### config.mk
export PLATFORM = sky130hd
export DESIGN_NAME = ccc_div_cell
export DESIGN_NICKNAME = d
export VERILOG_FILES = /design/src/sv/ccc_pkg.sv /design/src/sv/ccc_div_cell.sv
export SDC_FILE = /design/constraint.sdc
export NUM_CORES = 1
export LEC_CHECK = 0
export ABC_CLOCK_PERIOD_IN_PS = 4800
export BUFFER_PORTS_ARGS = -buffer_cell sky130_fd_sc_hd__buf_2
export CAP_MARGIN = 20
export CORE_AREA = 3 3 272 274
export DETAILED_ROUTE_END_ITERATION = 6
export DIE_AREA = 0 0 275 277
export MAX_ROUTING_LAYER = met4
export PLACE_DENSITY = 0.52
export SLEW_MARGIN = 30
export SYNTH_ARGS = -nofsm -noshare
export SYNTH_HDL_FRONTEND = slang
export SYNTH_SLANG_ARGS = --single-unit
### constraint.sdc
create_clock -name clk -period 4.8 [get_ports clk]
set_input_delay 0.96 -clock clk [delete_from_list [all_inputs] [get_ports clk]]
set_output_delay 0.96 -clock clk [all_outputs]
set_load 0.005 [all_outputs]
### src/sv/ccc_pkg.sv
package ccc_pkg;

  localparam int SQ_STEPS = 31;
  localparam int DV_STEPS = 17;

  typedef struct packed {
    logic signed [31:0] a_x;
    logic signed [31:0] a_y;
    logic [29:0]        a_radius;
    logic signed [31:0] b_x;
    logic signed [31:0] b_y;
    logic [29:0]        b_radius;
  } in_beat_t;

  typedef struct packed {
    logic               hit;
    logic [30:0]        depth;
    logic signed [15:0] normal_x;
    logic signed [15:0] normal_y;
    logic signed [31:0] contact_x;
    logic signed [31:0] contact_y;
  } out_beat_t;

  // rsum holds the radius sum in the root chain and the depth in the divide chain
  typedef struct packed {
    logic               hit;
    logic               zero;
    logic               sx;
    logic               sy;
    logic signed [31:0] ax;
    logic signed [31:0] ay;
    logic [29:0]        ar;
    logic [30:0]        rsum;
    logic [30:0]        adx;
    logic [30:0]        ady;
  } side_t;

  typedef struct packed {
    side_t       side;
    logic [61:0] rad;
    logic [32:0] rem;
    logic [30:0] root;
  } sq_t;

  typedef struct packed {
    side_t       side;
    logic [31:0] d;
    logic [31:0] rem_x;
    logic [31:0] rem_y;
    logic [16:0] nb_x;
    logic [16:0] nb_y;
    logic [16:0] q_x;
    logic [16:0] q_y;
  } dv_t;

  // one restoring divide step: {quotient bit, new remainder}
  function automatic logic [32:0] div_step(input logic [31:0] rem, input logic nb,
                                           input logic [31:0] d);
    logic [32:0] r;
    logic [32:0] dd;
    r  = {rem, nb};
    dd = {1'b0, d};
    if (r >= dd) begin
      div_step = {1'b1, 32'(r - dd)};
    end else begin
      div_step = {1'b0, r[31:0]};
    end
  endfunction

endpackage

### src/sv/ccc_div_cell.sv
module ccc_div_cell import ccc_pkg::*; (
  input  logic clk,
  input  logic en,
  input  dv_t  a,
  output dv_t  y_r
);

  dv_t         y_nxt;
  logic [32:0] sx;
  logic [32:0] sy;

  always_comb begin
    sx          = div_step(a.rem_x, a.nb_x[16], a.d);
    sy          = div_step(a.rem_y, a.nb_y[16], a.d);
    y_nxt       = a;
    y_nxt.rem_x = sx[31:0];
    y_nxt.rem_y = sy[31:0];
    y_nxt.q_x   = {a.q_x[15:0], sx[32]};
    y_nxt.q_y   = {a.q_y[15:0], sy[32]};
    y_nxt.nb_x  = {a.nb_x[15:0], 1'b0};
    y_nxt.nb_y  = {a.nb_y[15:0], 1'b0};
  end

  always_ff @(posedge clk) begin
    if (en) begin
      y_r <= y_nxt;
    end
  end

endmodule

After elaboration in Yosys (flattened, before gate mapping). Cells that the tools add are included.

Input bits: 357. Word-level logic and storage cells: 23. Output and inout port bits: 355. Bits in registers: 353.

Mux-type cells: 2. $add $sub $neg: 2. Magnitude comparators: 2.

Operators by type and width (number): $ge A33 B32 Y1 (2); $mux W33 (2); $sub A32 B32 Y32 (2).

Logic depth before layout (Yosys ltp).
Word-level depth: 2. Mapped depth: 14.

Worst setup path after synthesis. No wires, ideal clock.

Path kind: input -> register. Start: input a[50] (netlist name). End: register y_r[98] (netlist name) (data pin). Buffers on the path: 0. Stages: 12. Data required time: 4.540 ns. Slack: 1.175 ns. Data arrival time: 3.364 ns. Path through: inv_1 > ha_1 > fa_1 > nor2b_1 > o31a_1 > o21ai_1 > a2111oi_0 > o21ai_1 > and2_1 > o31a_1 > xnor2_1 > mux2_4.

Word-level cells in the longest chain between the ends: 2. Elaborated cells between the ends (all ways): 3. Those cells by class: add/sub (1); order compare (1); mux (1).

Ends and longest elaborated chain: from (decl) (RTL line ccc_div_cell.sv:4) `input dv_t a,`; $sub A32 B32 Y32 or $ge A33 B32 Y1 (tied branches) (RTL line ccc_pkg.sv:64, ccc_pkg.sv:63); $mux W33 * (RTL line ccc_pkg.sv:63) `if (r >= dd) begin`; named net sy[30] (RTL line ccc_div_cell.sv:10) `logic [32:0] sy;`; to (signal assigned) (RTL line ccc_div_cell.sv:26) `y_r <= y_nxt;`; to (decl) (RTL line ccc_div_cell.sv:5) `output dv_t y_r`.

The timed path passes the listed nets; every way through them passes the cells marked *. A chain may end at the register's enable or synchronous reset.

Final worst setup path.
Start: input a[133] (netlist name). End: register y_r[76] (netlist name) (data pin).

Same word-level chain as after synthesis.

==> run metrics <==
DRT Wirelength ~76 mm; Largest register FFs about 350; worst setup path class in2reg; CTS sink count 353; GP Congestion ~0.89; Leakage about 9.1 nW; vias in the first global route ~12000; fin cells about 2800; top flop regs y_r x353; cells after synthesis approximately 1000; largest net degree at the start of global routing 81; CP Launch Type input pin; Synth area leaders edfxtp_1 (70%), ha_1 (5.3%), a21oi_1 (2.1%), xnor2_1 (2.0%), a21o_1 (1.9%); status finished, final reports clean; WP data arrival between 4000 and 5000 ps; setup bufs post-CTS 0; final setup margin a little over 1000 ps; GRT overflow 0; CTS Buf Count between 40 and 50; post-DR vias/cell between 4 and 5; Post-synth EDFFs 353; DIE AREA roughly 76000 µm²; Die Width ~280 µm; Critical path origin a[133]; Async SR Flop Fraction 0%; cts repair resizes 0; FMAX 264 MHz; CTS root buf clkbuf_16; PortBufs roughly 700; Seq cells post-synth about 350; first-pass GRT wire length 100 mm; initial antenna violation count between 40 and 50; Worst path max stage delay ~650 ps; crit-path cells buf_2 -> inv_1 -> ha_1 -> nor2b_1 -> o211ai_1 -> a21oi_1 -> a211oi_4 -> o21ai_2 -> a21o_1 -> a32o_2 -> buf_4 -> mux2_1; H-tree depth 2; fin crit period approximately 3800 ps; clock buffer depth 3; yosys synthesis warning count 0; most common cell after layout, fill and taps aside buf_2; die height between 200 and 300 µm; register area share after synthesis ~70%; Synth cell types 62; Cell Area, Synth ~15000 µm²; Iteration-0 DRC Markers 776; worst hold start a[262]; total negative slack 0 ps; clock slew seen by the registers of the worst setup and hold paths 60 ps; final hold viol count 0; Crit path max-delay family compound AO/OA/AOI/OAI gates; DP Wirelength about 63 mm; dpl ws around 440 ps; num ports about 710; HP Class in2reg; Tot GR Track Use between 10% and 20%; Worst path slowest cell a32o_2; RSZ-0062 raised after global routing no; DR pass1 iterations 5; Core Rows just under 100; CORE AREA slightly above 70000 µm²; # DRC 0; WL/cell 27.5 µm; critical path buffer and inverter count 3; Peak VDD IR about 240 µV; most frequent cells in the layout buf_2 (706), edfxtp_1 (353), ha_1 (64), nand2_1 (62), a21oi_1 (62); final setup fails 0; synthesis-to-layout area growth 41.1%; power per standard cell area approximately 400 nW/µm²; WP data required between 5000 and 6000 ps; area of the multi-input gates around 4100 µm²; hold_buf cts 0; Synth top area share 70.3%; fin nets between 2000 and 2500; CTS tree yes; fraction of layout cells with a size suffix above 1 between 40% and 50%; Slew headroom a little over half; Synth area leader edfxtp_1; Initial Util between 20% and 30%; max_cap viols 0; CP endpoint kind flip-flop; register area approximately 11000 µm²; dpl cells about 2700; Worst-Margin Slew about 710 ps; final slew viol count 0; Fillers roughly 7400; Most used DFF post-synth edfxtp_1; Vias roughly 12000; Mean Syn Cell Area around 15 µm²; maximum net fanout on the critical path 19; DRT antenna net count 0; Tcrit/Tclk final about four fifths; largest reg by FF count y_r
## cell usage after synthesis (11+ instances only)
cell and count:
ha_1 64, a21oi_1 62, o21ai_0 52, clkbuf_1 24, nor3_1 11, xnor2_1 34
edfxtp_1 353, nand3_1 19, a21o_1 39, mux2_4 19, nor2_1 43, xor2_1 20
nand4_1 12, nand2_1 62, inv_1 52
## metrics by stage
stage	cell area (µm²)	util [%]	hold slack, ps	total power (W)
4_1_cts	21200	29.6	492	0.00858
6_report	21300	29.7	536	0.00843
3_3_place_gp	19900	27.8	1140	0.00536
3_5_place_dp	19900	27.8	1140	0.00536
2_1_floorplan	15100	-	1060	0.00448
5_1_grt	21300	29.7	509	0.00878
## area by class of cell
type                    count  share of cell area, %
flip-flops and latches    353                   49.8
diodes                     25                  0.294
repair buffers            728                   17.8
inverters                  52                  0.917
clock buffers              49                   5.26
well taps                 950                   5.58
multi-input cells         571                   19.3
clock inverters            27                   1.05
## report_power, final
group / switching, W / internal (W)
clock network: 0.00140 / 0.00175
logic: 0.000832 / 0.000614
registers: 0.0000850 / 0.00374
total: 0.00232 / 0.00611
## path summary, 6_finish.rpt
kind	to	slack [ps]	depth (start not counted)
min	y_r[262]	540	1
max	y_r[76]	1010	12
## layer usage
metal	routed length (µm)	vias to the layer above	share of wire, %	track usage [%]
met5	0	-	0	-
met2	40100	544	53	35.6
met1	27100	5963	36	20.2
li1	-	5360	-	-
met4	2580	0	3.4	6.20
met3	6040	109	8.0	5.61
## logic make-up after synthesis
| family | Yosys count | share of synthesized area, % |
|---|---|---|
| flip-flops | 353 | 70.3 |
| AO/OA/AOI/OAI | 235 | 10.0 |
| AND/OR/NAND/NOR | 181 | 5.61 |
| buffers and inverters | 89 | 2.48 |
| adder cells (fa/ha/maj) | 66 | 5.57 |
| XOR/XNOR | 54 | 3.14 |
| multiplexers | 33 | 2.89 |
| other | 1 | 0.0249 |
No activity file was read; power rests on OpenSTA's default activity.
