### config.mk
export PLATFORM = sky130hd
export DESIGN_NAME = ccc_sqrt_cell
export DESIGN_NICKNAME = d
export VERILOG_FILES = /design/src/sv/ccc_pkg.sv /design/src/sv/ccc_sqrt_cell.sv
export SDC_FILE = /design/constraint.sdc
export NUM_CORES = 1
export LEC_CHECK = 0
export ABC_AREA = 1
export BUFFER_PORTS_ARGS = -buffer_cell sky130_fd_sc_hd__buf_2
export CELL_PAD_IN_SITES_DETAIL_PLACEMENT = 1
export CELL_PAD_IN_SITES_GLOBAL_PLACEMENT = 2
export CORE_AREA = 5 5 247 249
export CTS_CLUSTER_DIAMETER = 80
export CTS_CLUSTER_SIZE = 16
export DETAILED_ROUTE_END_ITERATION = 6
export DIE_AREA = 0 0 252 254
export PLACE_DENSITY = 0.71
export RECOVER_POWER = 50
export SYNTH_ARGS = -nofsm -noshare
export SYNTH_HDL_FRONTEND = slang
export SYNTH_SLANG_ARGS = --single-unit
### constraint.sdc
create_clock -name clk -period 1.9 [get_ports clk]
set_input_delay 0.38 -clock clk [delete_from_list [all_inputs] [get_ports clk]]
set_output_delay 0.38 -clock clk [all_outputs]
set_load 0.03 [all_outputs]
### src/sv/ccc_pkg.sv
package ccc_pkg;

  localparam int SQ_STEPS = 31;
  localparam int DV_STEPS = 17;

  typedef struct packed {
    logic signed [31:0] a_x;
    logic signed [31:0] a_y;
    logic [29:0]        a_radius;
    logic signed [31:0] b_x;
    logic signed [31:0] b_y;
    logic [29:0]        b_radius;
  } in_beat_t;

  typedef struct packed {
    logic               hit;
    logic [30:0]        depth;
    logic signed [15:0] normal_x;
    logic signed [15:0] normal_y;
    logic signed [31:0] contact_x;
    logic signed [31:0] contact_y;
  } out_beat_t;

  // rsum holds the radius sum in the root chain and the depth in the divide chain
  typedef struct packed {
    logic               hit;
    logic               zero;
    logic               sx;
    logic               sy;
    logic signed [31:0] ax;
    logic signed [31:0] ay;
    logic [29:0]        ar;
    logic [30:0]        rsum;
    logic [30:0]        adx;
    logic [30:0]        ady;
  } side_t;

  typedef struct packed {
    side_t       side;
    logic [61:0] rad;
    logic [32:0] rem;
    logic [30:0] root;
  } sq_t;

  typedef struct packed {
    side_t       side;
    logic [31:0] d;
    logic [31:0] rem_x;
    logic [31:0] rem_y;
    logic [16:0] nb_x;
    logic [16:0] nb_y;
    logic [16:0] q_x;
    logic [16:0] q_y;
  } dv_t;

  // one restoring divide step: {quotient bit, new remainder}
  function automatic logic [32:0] div_step(input logic [31:0] rem, input logic nb,
                                           input logic [31:0] d);
    logic [32:0] r;
    logic [32:0] dd;
    r  = {rem, nb};
    dd = {1'b0, d};
    if (r >= dd) begin
      div_step = {1'b1, 32'(r - dd)};
    end else begin
      div_step = {1'b0, r[31:0]};
    end
  endfunction

endpackage

### src/sv/ccc_sqrt_cell.sv
module ccc_sqrt_cell import ccc_pkg::*; (
  input  logic clk,
  input  logic en,
  input  sq_t  a,
  output sq_t  y_r
);

  sq_t         y_nxt;
  logic [34:0] r4;
  logic [34:0] trial;

  always_comb begin
    r4          = {a.rem, a.rad[61:60]};
    trial       = {2'b00, a.root, 2'b01};
    y_nxt       = a;
    y_nxt.rad   = {a.rad[59:0], 2'b00};
    if (r4 >= trial) begin
      y_nxt.rem  = 33'(r4 - trial);
      y_nxt.root = {a.root[29:0], 1'b1};
    end else begin
      y_nxt.rem  = r4[32:0];
      y_nxt.root = {a.root[29:0], 1'b0};
    end
  end

  always_ff @(posedge clk) begin
    if (en) begin
      y_r <= y_nxt;
    end
  end

endmodule

Yosys cells after proc, flatten, opt, wreduce, memory -nomap -nowiden
Index checks and enable logic that the tools add are counted.
{"block": "op_classes", "add_sub_neg": 1, "n_mul": 0, "div": 0, "order_cmp": 1, "n_eq_ne": 0, "shift": 0, "muxes": 1, "n_bitwise": 0, "reduce_logical": 0}
{"op": "$mux W64", "count": 1}
{"op": "$ge A35 B33 Y1", "count": 1}
{"op": "$sub A33 B33 Y33", "count": 1}
{"block": "totals", "regBits": 315, "latch_bits": 0, "ram_bits": 0, "rom_bits": 0, "out_inout_bits": 317, "word_cells": 16, "memories": 0}

Depth between registers and ports, before layout
Gate-level depths: netlist of run 1.
{"block": "logic_depth", "ltp_word": 2, "depth_mapped": 15, "ltp_nobuf": 14}

Least setup slack after synthesis of run 1
Ideal clock, no wire load.
{"block": "synth_timing", "path_kind": "in2reg", "startpoint": "input port a[28] (netlist bit)", "endpoint": "register y_r[56] (netlist bit) (data pin)", "setup_time_ns": 0.252, "arrival_ns": 1.725, "slack_ns": -0.078, "path_stages": 12, "n_path_buf": 1, "cell_sequence": "inv_1 > ha_1 > nand2_1 > inv_1 > a21oi_1 > nand2b_1 > nand3_2 > nor2_4 > nand2_8 > buf_12 > nand3_2 > nand2_1"}
{"element": "start, declared", "line": "ccc_sqrt_cell.sv:4", "source": "input sq_t a,"}
{"element": "end signal, assigned", "line": "ccc_sqrt_cell.sv:28", "source": "y_r <= y_nxt;"}
{"element": "end, declared", "line": "ccc_sqrt_cell.sv:5", "source": "output sq_t y_r"}

==> flow_metrics.py, run 1 <==
metrics = {
    "status": {
        "run_status": "finished clean",
    },
    "clock_tree": {
        "clock_tree.buffer_depth": 3,
        "clk_pin_slew_worst_paths_ns": 0.06,
        "root_buffer": "clkbuf_16",
        "cts-buffers-inserted": 29,
        "tritoncts": "yes",
        "clock_sinks": 315,
        "cts.htree.levels": 1,
        "post-cts-setup-buffer-count": 0,
    },
    "detailed_routing": {
        "avgRoutedWirePerCell_um": 25.99,
        "route.vias.total": 11860,
        "drt_wl_total_mm": 74.63,
        "detail_route.iter0.violations": 646,
        "post_drt_via_cell_ratio": 4.130,
        "drt_pre_antenna_iters": 5,
        "total_drc_errors_in_the_routed_layout": 0,
        "antenna_left": 0,
    },
    "critical_path": {
        "worst_setup_path_end_kind": "flip-flop",
        "critical_path_required_ns": 2.20,
        "crit_path_max_incr_delay_ns": 0.30,
        "path_class": "input pin to flip-flop",
        "cp-start-kind": "input pin",
        "worst_path_most_repeated_cell": "nand2_1",
        "critical_path.slowest_cell": "ha_4",
        "worst-path-max-fanout": 18,
        "cp.arrival_ns": 2.07,
        "path_cells": "clkbuf_1, inv_1, ha_4, nand2_1, nor2_2, nand2_1, nor2_2, nand2_1, nand3_2, nor2_4, buf_4, nand3_1, nand2_1",
    },
    "finish": {
        "area_delta_synth_final_pct": 70.49,
        "largest_register_ff_count": 315,
        "layout.core_utilization": 0.3732,
        "layout-drive-gt1-share": 0.4021,
        "fill_cells": 6622,
        "top_register": "y_r",
        "final_nets": 2413,
        "post_layout_nonfiller_instances": 2871,
        "layout_top_registers": "y_r (315)",
    },
    "grt": {
        "grt_first_pass_wirelength_mm": 98.98,
        "groute.layer.met2.usage": 0.3732,
        "grtUsageTotal": 0.2186,
        "grt.met3_usage": 0.08167,
        "overflow": 0,
        "first_global_vias": 12660,
        "grt_max_degree": 81,
        "groute.layer.met1.usage": 0.2474,
        "antenna_found_initial": 35,
        "gr-max-usage-layer": "met2",
    },
    "timing": {
        "timing.slew.headroom": 0.2047,
        "final_max_slew_viol_count": 0,
        "final_hold_viol_count": 0,
        "setup_violations": 0,
        "totalNegativeSetupSlack_ns": 0,
        "rsz0062_at_grt": "false",
        "final.period_utilization": 0.9321,
        "max_freq_mhz": 564.6,
        "max_slew.worst_pin.slew_ns": 1.193,
        "fin_crit_ns": 1.771,
    },
    "die": {
        "initial_core_util": 0.2189,
        "floorplan.rows": 89,
        "placeableCoreArea_um2": 58460,
        "chipHeight_um": 254,
        "io_pins": 636,
        "die_w_um": 252,
        "fp.dieArea_um2": 64010,
    },
    "synthesis": {
        "yosys.cell_count.top_type": "edfxtp_1",
        "async_flop_share": 0,
        "synth_simple_gate_area_share": 0.1537,
        "synth.top_cells.by_area": "edfxtp_1 74%, nand2_1 8.5%, inv_1 4.6%, ha_1 3.2%, nand3_1 2.3%",
        "synth_edf_count": 315,
        "synth_fa_ha_area_frac": 0.03227,
        "compound_gate_portion_of_the_synthesized_area": 0.009387,
        "synth.yosys.warnings": 0,
        "postSynth.topFlopCell": "edfxtp_1",
        "postSynthCellCount": 1005,
        "synth-xor-area-share": 0.009582,
        "post_synth_most_frequent_cells": "315 x edfxtp_1, 291 x nand2_1, 156 x inv_1",
        "synth_area_leader_cell": "edfxtp_1",
        "synth-seq-area-share": 0.7392,
        "synth.mux.area_fraction": 0,
        "netlist_area_um2": 12800,
        "synth.avg_cell_area_um2": 12.73,
        "yosys.area.top_type_share": 0.7392,
        "synth_top_family_by_area": "simple AND/OR/NAND/NOR gates",
        "ys_ff_latch": 315,
        "ys_types": 32,
    },
    "place": {
        "gpl.final_weighted_congestion": 0.9295,
        "place_hpwl_mm": 60.73,
        "numPlacedInstances": 2532,
        "port_buffers": 633,
    },
    "run": {
        "cap_viol_max_count": 0,
    },
    "pwr": {
        "power.density_cell_area_nw_per_um2": 873.8,
        "finalPower_uw": 19060,
        "irDropWorstVdd_mv": 0.6766,
        "power.leakage_uw": 0.009915,
    },
    "worst_hold_path": {
        "timing.hold.worst.class": "input pin to flip-flop",
    },
}
==> layer usage <==
metal,routed length (um),up-vias
li1,-,5487
met1,28280,5780
met4,3459,16
met3,6595,117
met2,36190,458
met5,105,-
==> cell type report <==
type | count | area [um2] | area share
antenna | 24 | 60.06 | 0.002753
clock buffer | 30 | 729.5 | 0.03344
clock inverter | 14 | 156.4 | 0.007169
inverter | 165 | 619.3 | 0.02839
multi-input combinational | 515 | 3017 | 0.1383
sequential | 315 | 9459 | 0.4336
tap | 773 | 967.2 | 0.04433
timing repair buffer | 1035 | 6808 | 0.3121
==> metrics by stage <==
step / cell area [um2] / hold WS [ns] / worst slack (ns)
floorplan: 13190 / 0.4789 / 0.01131
global placement: 18360 / 0.5572 / -0.3987
detailed placement: 18360 / 0.5585 / -0.4475
CTS: 21950 / 0.001859 / 0.1435
global route: 21790 / 0.04729 / 0.01029
finish: 21820 / 0.07724 / 0.1290
==> placed cells by master, fill, tap and decap left out, drive strengths merged <==
master and n:
clkbuf 93, nand3 74, nand4 5, and3 1
buf 701, nand3b 9, nor3 9, a21oi 20
ha 33, xnor2 1, or2 1, o21ai 1
edfxtp 315, conb 2, o21bai 1, and2 3
nand2b 1, a211oi 1, nor2 43, diode 24
dlygate4sd3 271, xor2 13, clkinvlp 3, nand2 297
inv 171, clkinv 4, bufinv 1
==> power breakdown <==
group	internal, uW	leakage (uW)	switching, uW	total [uW]
registers	8350	0.00308	205	8550
logic	1640	0.00641	3020	4670
clock network	2980	0.000426	2870	5840
==> worst paths after layout <==
path	from	end	depth (start not counted)
max	a[15]	y_r[48]	13
min	a[13]	y_r[14]	1
==> timing repair <==
action                                 4_1_cts  5_1_grt
resized for setup                            0        2
hold buffers                               271        0
endpoints found under the hold margin      271        0
setup endpoints to repair                    0        2
==> worst max-delay path, delay by kind of cell <==
kind | cells | cell delay, ns
fa+ha+maj | 1 | 0.30
simple gates | 9 | 0.90
buf+inv | 3 | 0.49
==> logic make-up after synthesis <==
| family | after synthesis |
|---|---|
| flops | 315 |
| compound gates | 23 |
| simple gates | 443 |
| buf+inv | 176 |
| xor+xnor | 14 |
| fa+ha+maj | 33 |
| other cells | 1 |
(Power assumes the default switching activity.)
==> inputs of run 2 (changes only) <==
--- a/config.mk
+++ b/config.mk
@@ -14,7 +14,7 @@
 export CTS_CLUSTER_SIZE = 16
 export DETAILED_ROUTE_END_ITERATION = 6
 export DIE_AREA = 0 0 252 254
-export PLACE_DENSITY = 0.71
+export PLACE_DENSITY_LB_ADDON = 0.1
 export RECOVER_POWER = 50
 export SYNTH_ARGS = -nofsm -noshare
 export SYNTH_HDL_FRONTEND = slang
==> flow_metrics.py, run 2 (same netlist as run 1, synthesis figures left out) <==
metrics = {
    "die": {
        "die_w_um": 252,
        "io_pins": 636,
        "floorplan.rows": 89,
        "initial_core_util": 0.2189,
        "placeableCoreArea_um2": 58460,
        "fp.dieArea_um2": 64010,
        "chipHeight_um": 254,
    },
    "grt": {
        "grt_first_pass_wirelength_mm": 92.00,
        "overflow": 0,
        "antenna_found_initial": 11,
        "grtUsageTotal": 0.1980,
        "grt_max_degree": 79,
        "first_global_vias": 12300,
    },
    "timing": {
        "max_slew.worst_pin.slew_ns": 1.258,
        "final.period_utilization": 0.9483,
        "final_hold_viol_count": 0,
        "setup_violations": 0,
        "final_max_slew_viol_count": 0,
        "max_freq_mhz": 555.0,
        "fin_crit_ns": 1.802,
        "timing.slew.headroom": 0.1616,
    },
    "detailed_routing": {
        "antenna_left": 0,
        "avgRoutedWirePerCell_um": 23.70,
        "total_drc_errors_in_the_routed_layout": 0,
        "route.vias.total": 11670,
        "drt_wl_total_mm": 67.58,
        "detail_route.iter0.violations": 659,
        "post_drt_via_cell_ratio": 4.094,
        "drt_pre_antenna_iters": 5,
    },
    "clock_tree": {
        "cts-buffers-inserted": 27,
        "clock_sinks": 315,
        "tritoncts": "yes",
        "cts.htree.levels": 1,
        "root_buffer": "clkbuf_16",
        "clock_tree.buffer_depth": 3,
        "clk_pin_slew_worst_paths_ns": 0.07,
    },
    "pwr": {
        "cell_internal_pwr_uw": 12640,
        "clock_power_share": 0.288,
        "irDropWorstVdd_mv": 0.5382,
        "power.leakage_uw": 0.009964,
        "combPwrFrac": 0.251,
        "power.density_cell_area_nw_per_um2": 844.8,
        "switching_share": 0.3155,
        "power.share.sequential": 0.461,
        "power_switching_uw": 5827,
    },
    "place": {
        "numPlacedInstances": 2549,
        "place_hpwl_mm": 55.37,
        "port_buffers": 633,
        "gpl.final_weighted_congestion": 0.8883,
    },
    "finish": {
        "top_register": "y_r",
        "area_delta_synth_final_pct": 70.84,
        "layout.core_utilization": 0.3739,
        "layout-drive-gt1-share": 0.4227,
        "final_nets": 2417,
        "layout_top_registers": "y_r (315)",
        "layout.cells.most_common": "buf_2",
        "commonest_cells_after_routing_fill_and_taps_aside": "593 x buf_2, 315 x edfxtp_1, 276 x nand2_1, 255 x dlygate4sd3_1, 153 x inv_1",
        "post_layout_nonfiller_instances": 2851,
        "largest_register_ff_count": 315,
    },
    "critical_path": {
        "worst_setup_path_startpoint": "a[14]",
        "cp-start-kind": "input pin",
        "critical_path_required_ns": 2.33,
        "worst_setup_path_end_kind": "flip-flop",
        "path_class": "input pin to flip-flop",
        "worst-path-max-fanout": 6,
        "cp.arrival_ns": 2.23,
    },
    "status": {
        "run_status": "finished clean",
    },
    "worst_hold_path": {
        "timing.hold.worst.class": "input pin to flip-flop",
        "worstHoldStart": "a[13]",
    },
    "run": {
        "cap_viol_max_count": 0,
    },
}
==> run 2: stage by stage <==
step	total power, uW	setup TNS (ns)	setup slack, ns	hold slack, ns	area (um2)
floorplan	10790	0	0.01131	0.4789	13190
global placement	12890	-17.52	-0.5707	0.5566	18520
detailed placement	12910	-18.26	-0.6083	0.5587	18520
CTS	18800	0	0.005046	0.0001761	21850
global route	19310	-0.03335	-0.01318	0.05065	21860
finish	18470	0	0.09820	0.07614	21860
==> run 2: final timing paths <==
check	slack, ns	endpoint	cells after the start
min	0.08	y_r[14]	1
max	0.1	y_r[55]	14
==> run 2: power by group through the flow <==
stage,logic [uW],registers (uW),clock network [uW]
after global routing,4940,8570,5810
final,4640,8520,5310
after CTS,4740,8520,5540
after detailed placement,4250,8660,0
after global placement,4230,8660,0
after floorplan,894,9900,0
==> run 2: critical path, stage by stage <==
cell and delay, ns:
clkbuf_4 0.16, inv_1 0.09, ha_4 0.29, nand2_1 0.08
inv_2 0.07, nand2_2 0.08, nor2_4 0.11, nand4_1 0.22
nand3_4 0.19, nand2_8 0.10, buf_12 0.14, nand2_4 0.13
nand3_2 0.11, nand2_1 0.07
==> run 2: cell type report <==
type | count | area [um2]
fill | 6562 | 36600
sequential | 315 | 9459
timing repair buffer | 1040 | 6938
multi-input combinational | 516 | 3092
tap | 773 | 967.2
clock buffer | 27 | 675.6
inverter | 165 | 619.3
clock inverter | 12 | 102.6
antenna | 3 | 7.507
==> run 2: routing by layer <==
| metal | part of all wire | vias up | global-route usage | routed length (um) |
|---|---|---|---|---|
| li1 | - | 5468 | - | - |
| met5 | 0.00090 | - | 0 | 61 |
| met1 | 0.41 | 5729 | 0.2485 | 27820 |
| met2 | 0.51 | 393 | 0.3587 | 34520 |
| met4 | 0.020 | 8 | 0.03939 | 1346 |
| met3 | 0.057 | 73 | 0.03643 | 3821 |
==> run 2: repair_timing <==
item	4_1_cts	5_1_grt
buffers inserted	0	3
endpoints found under the setup margin	0	32
gates resized for setup	0	31
hold endpoints to repair	255	0
hold buffers	255	0
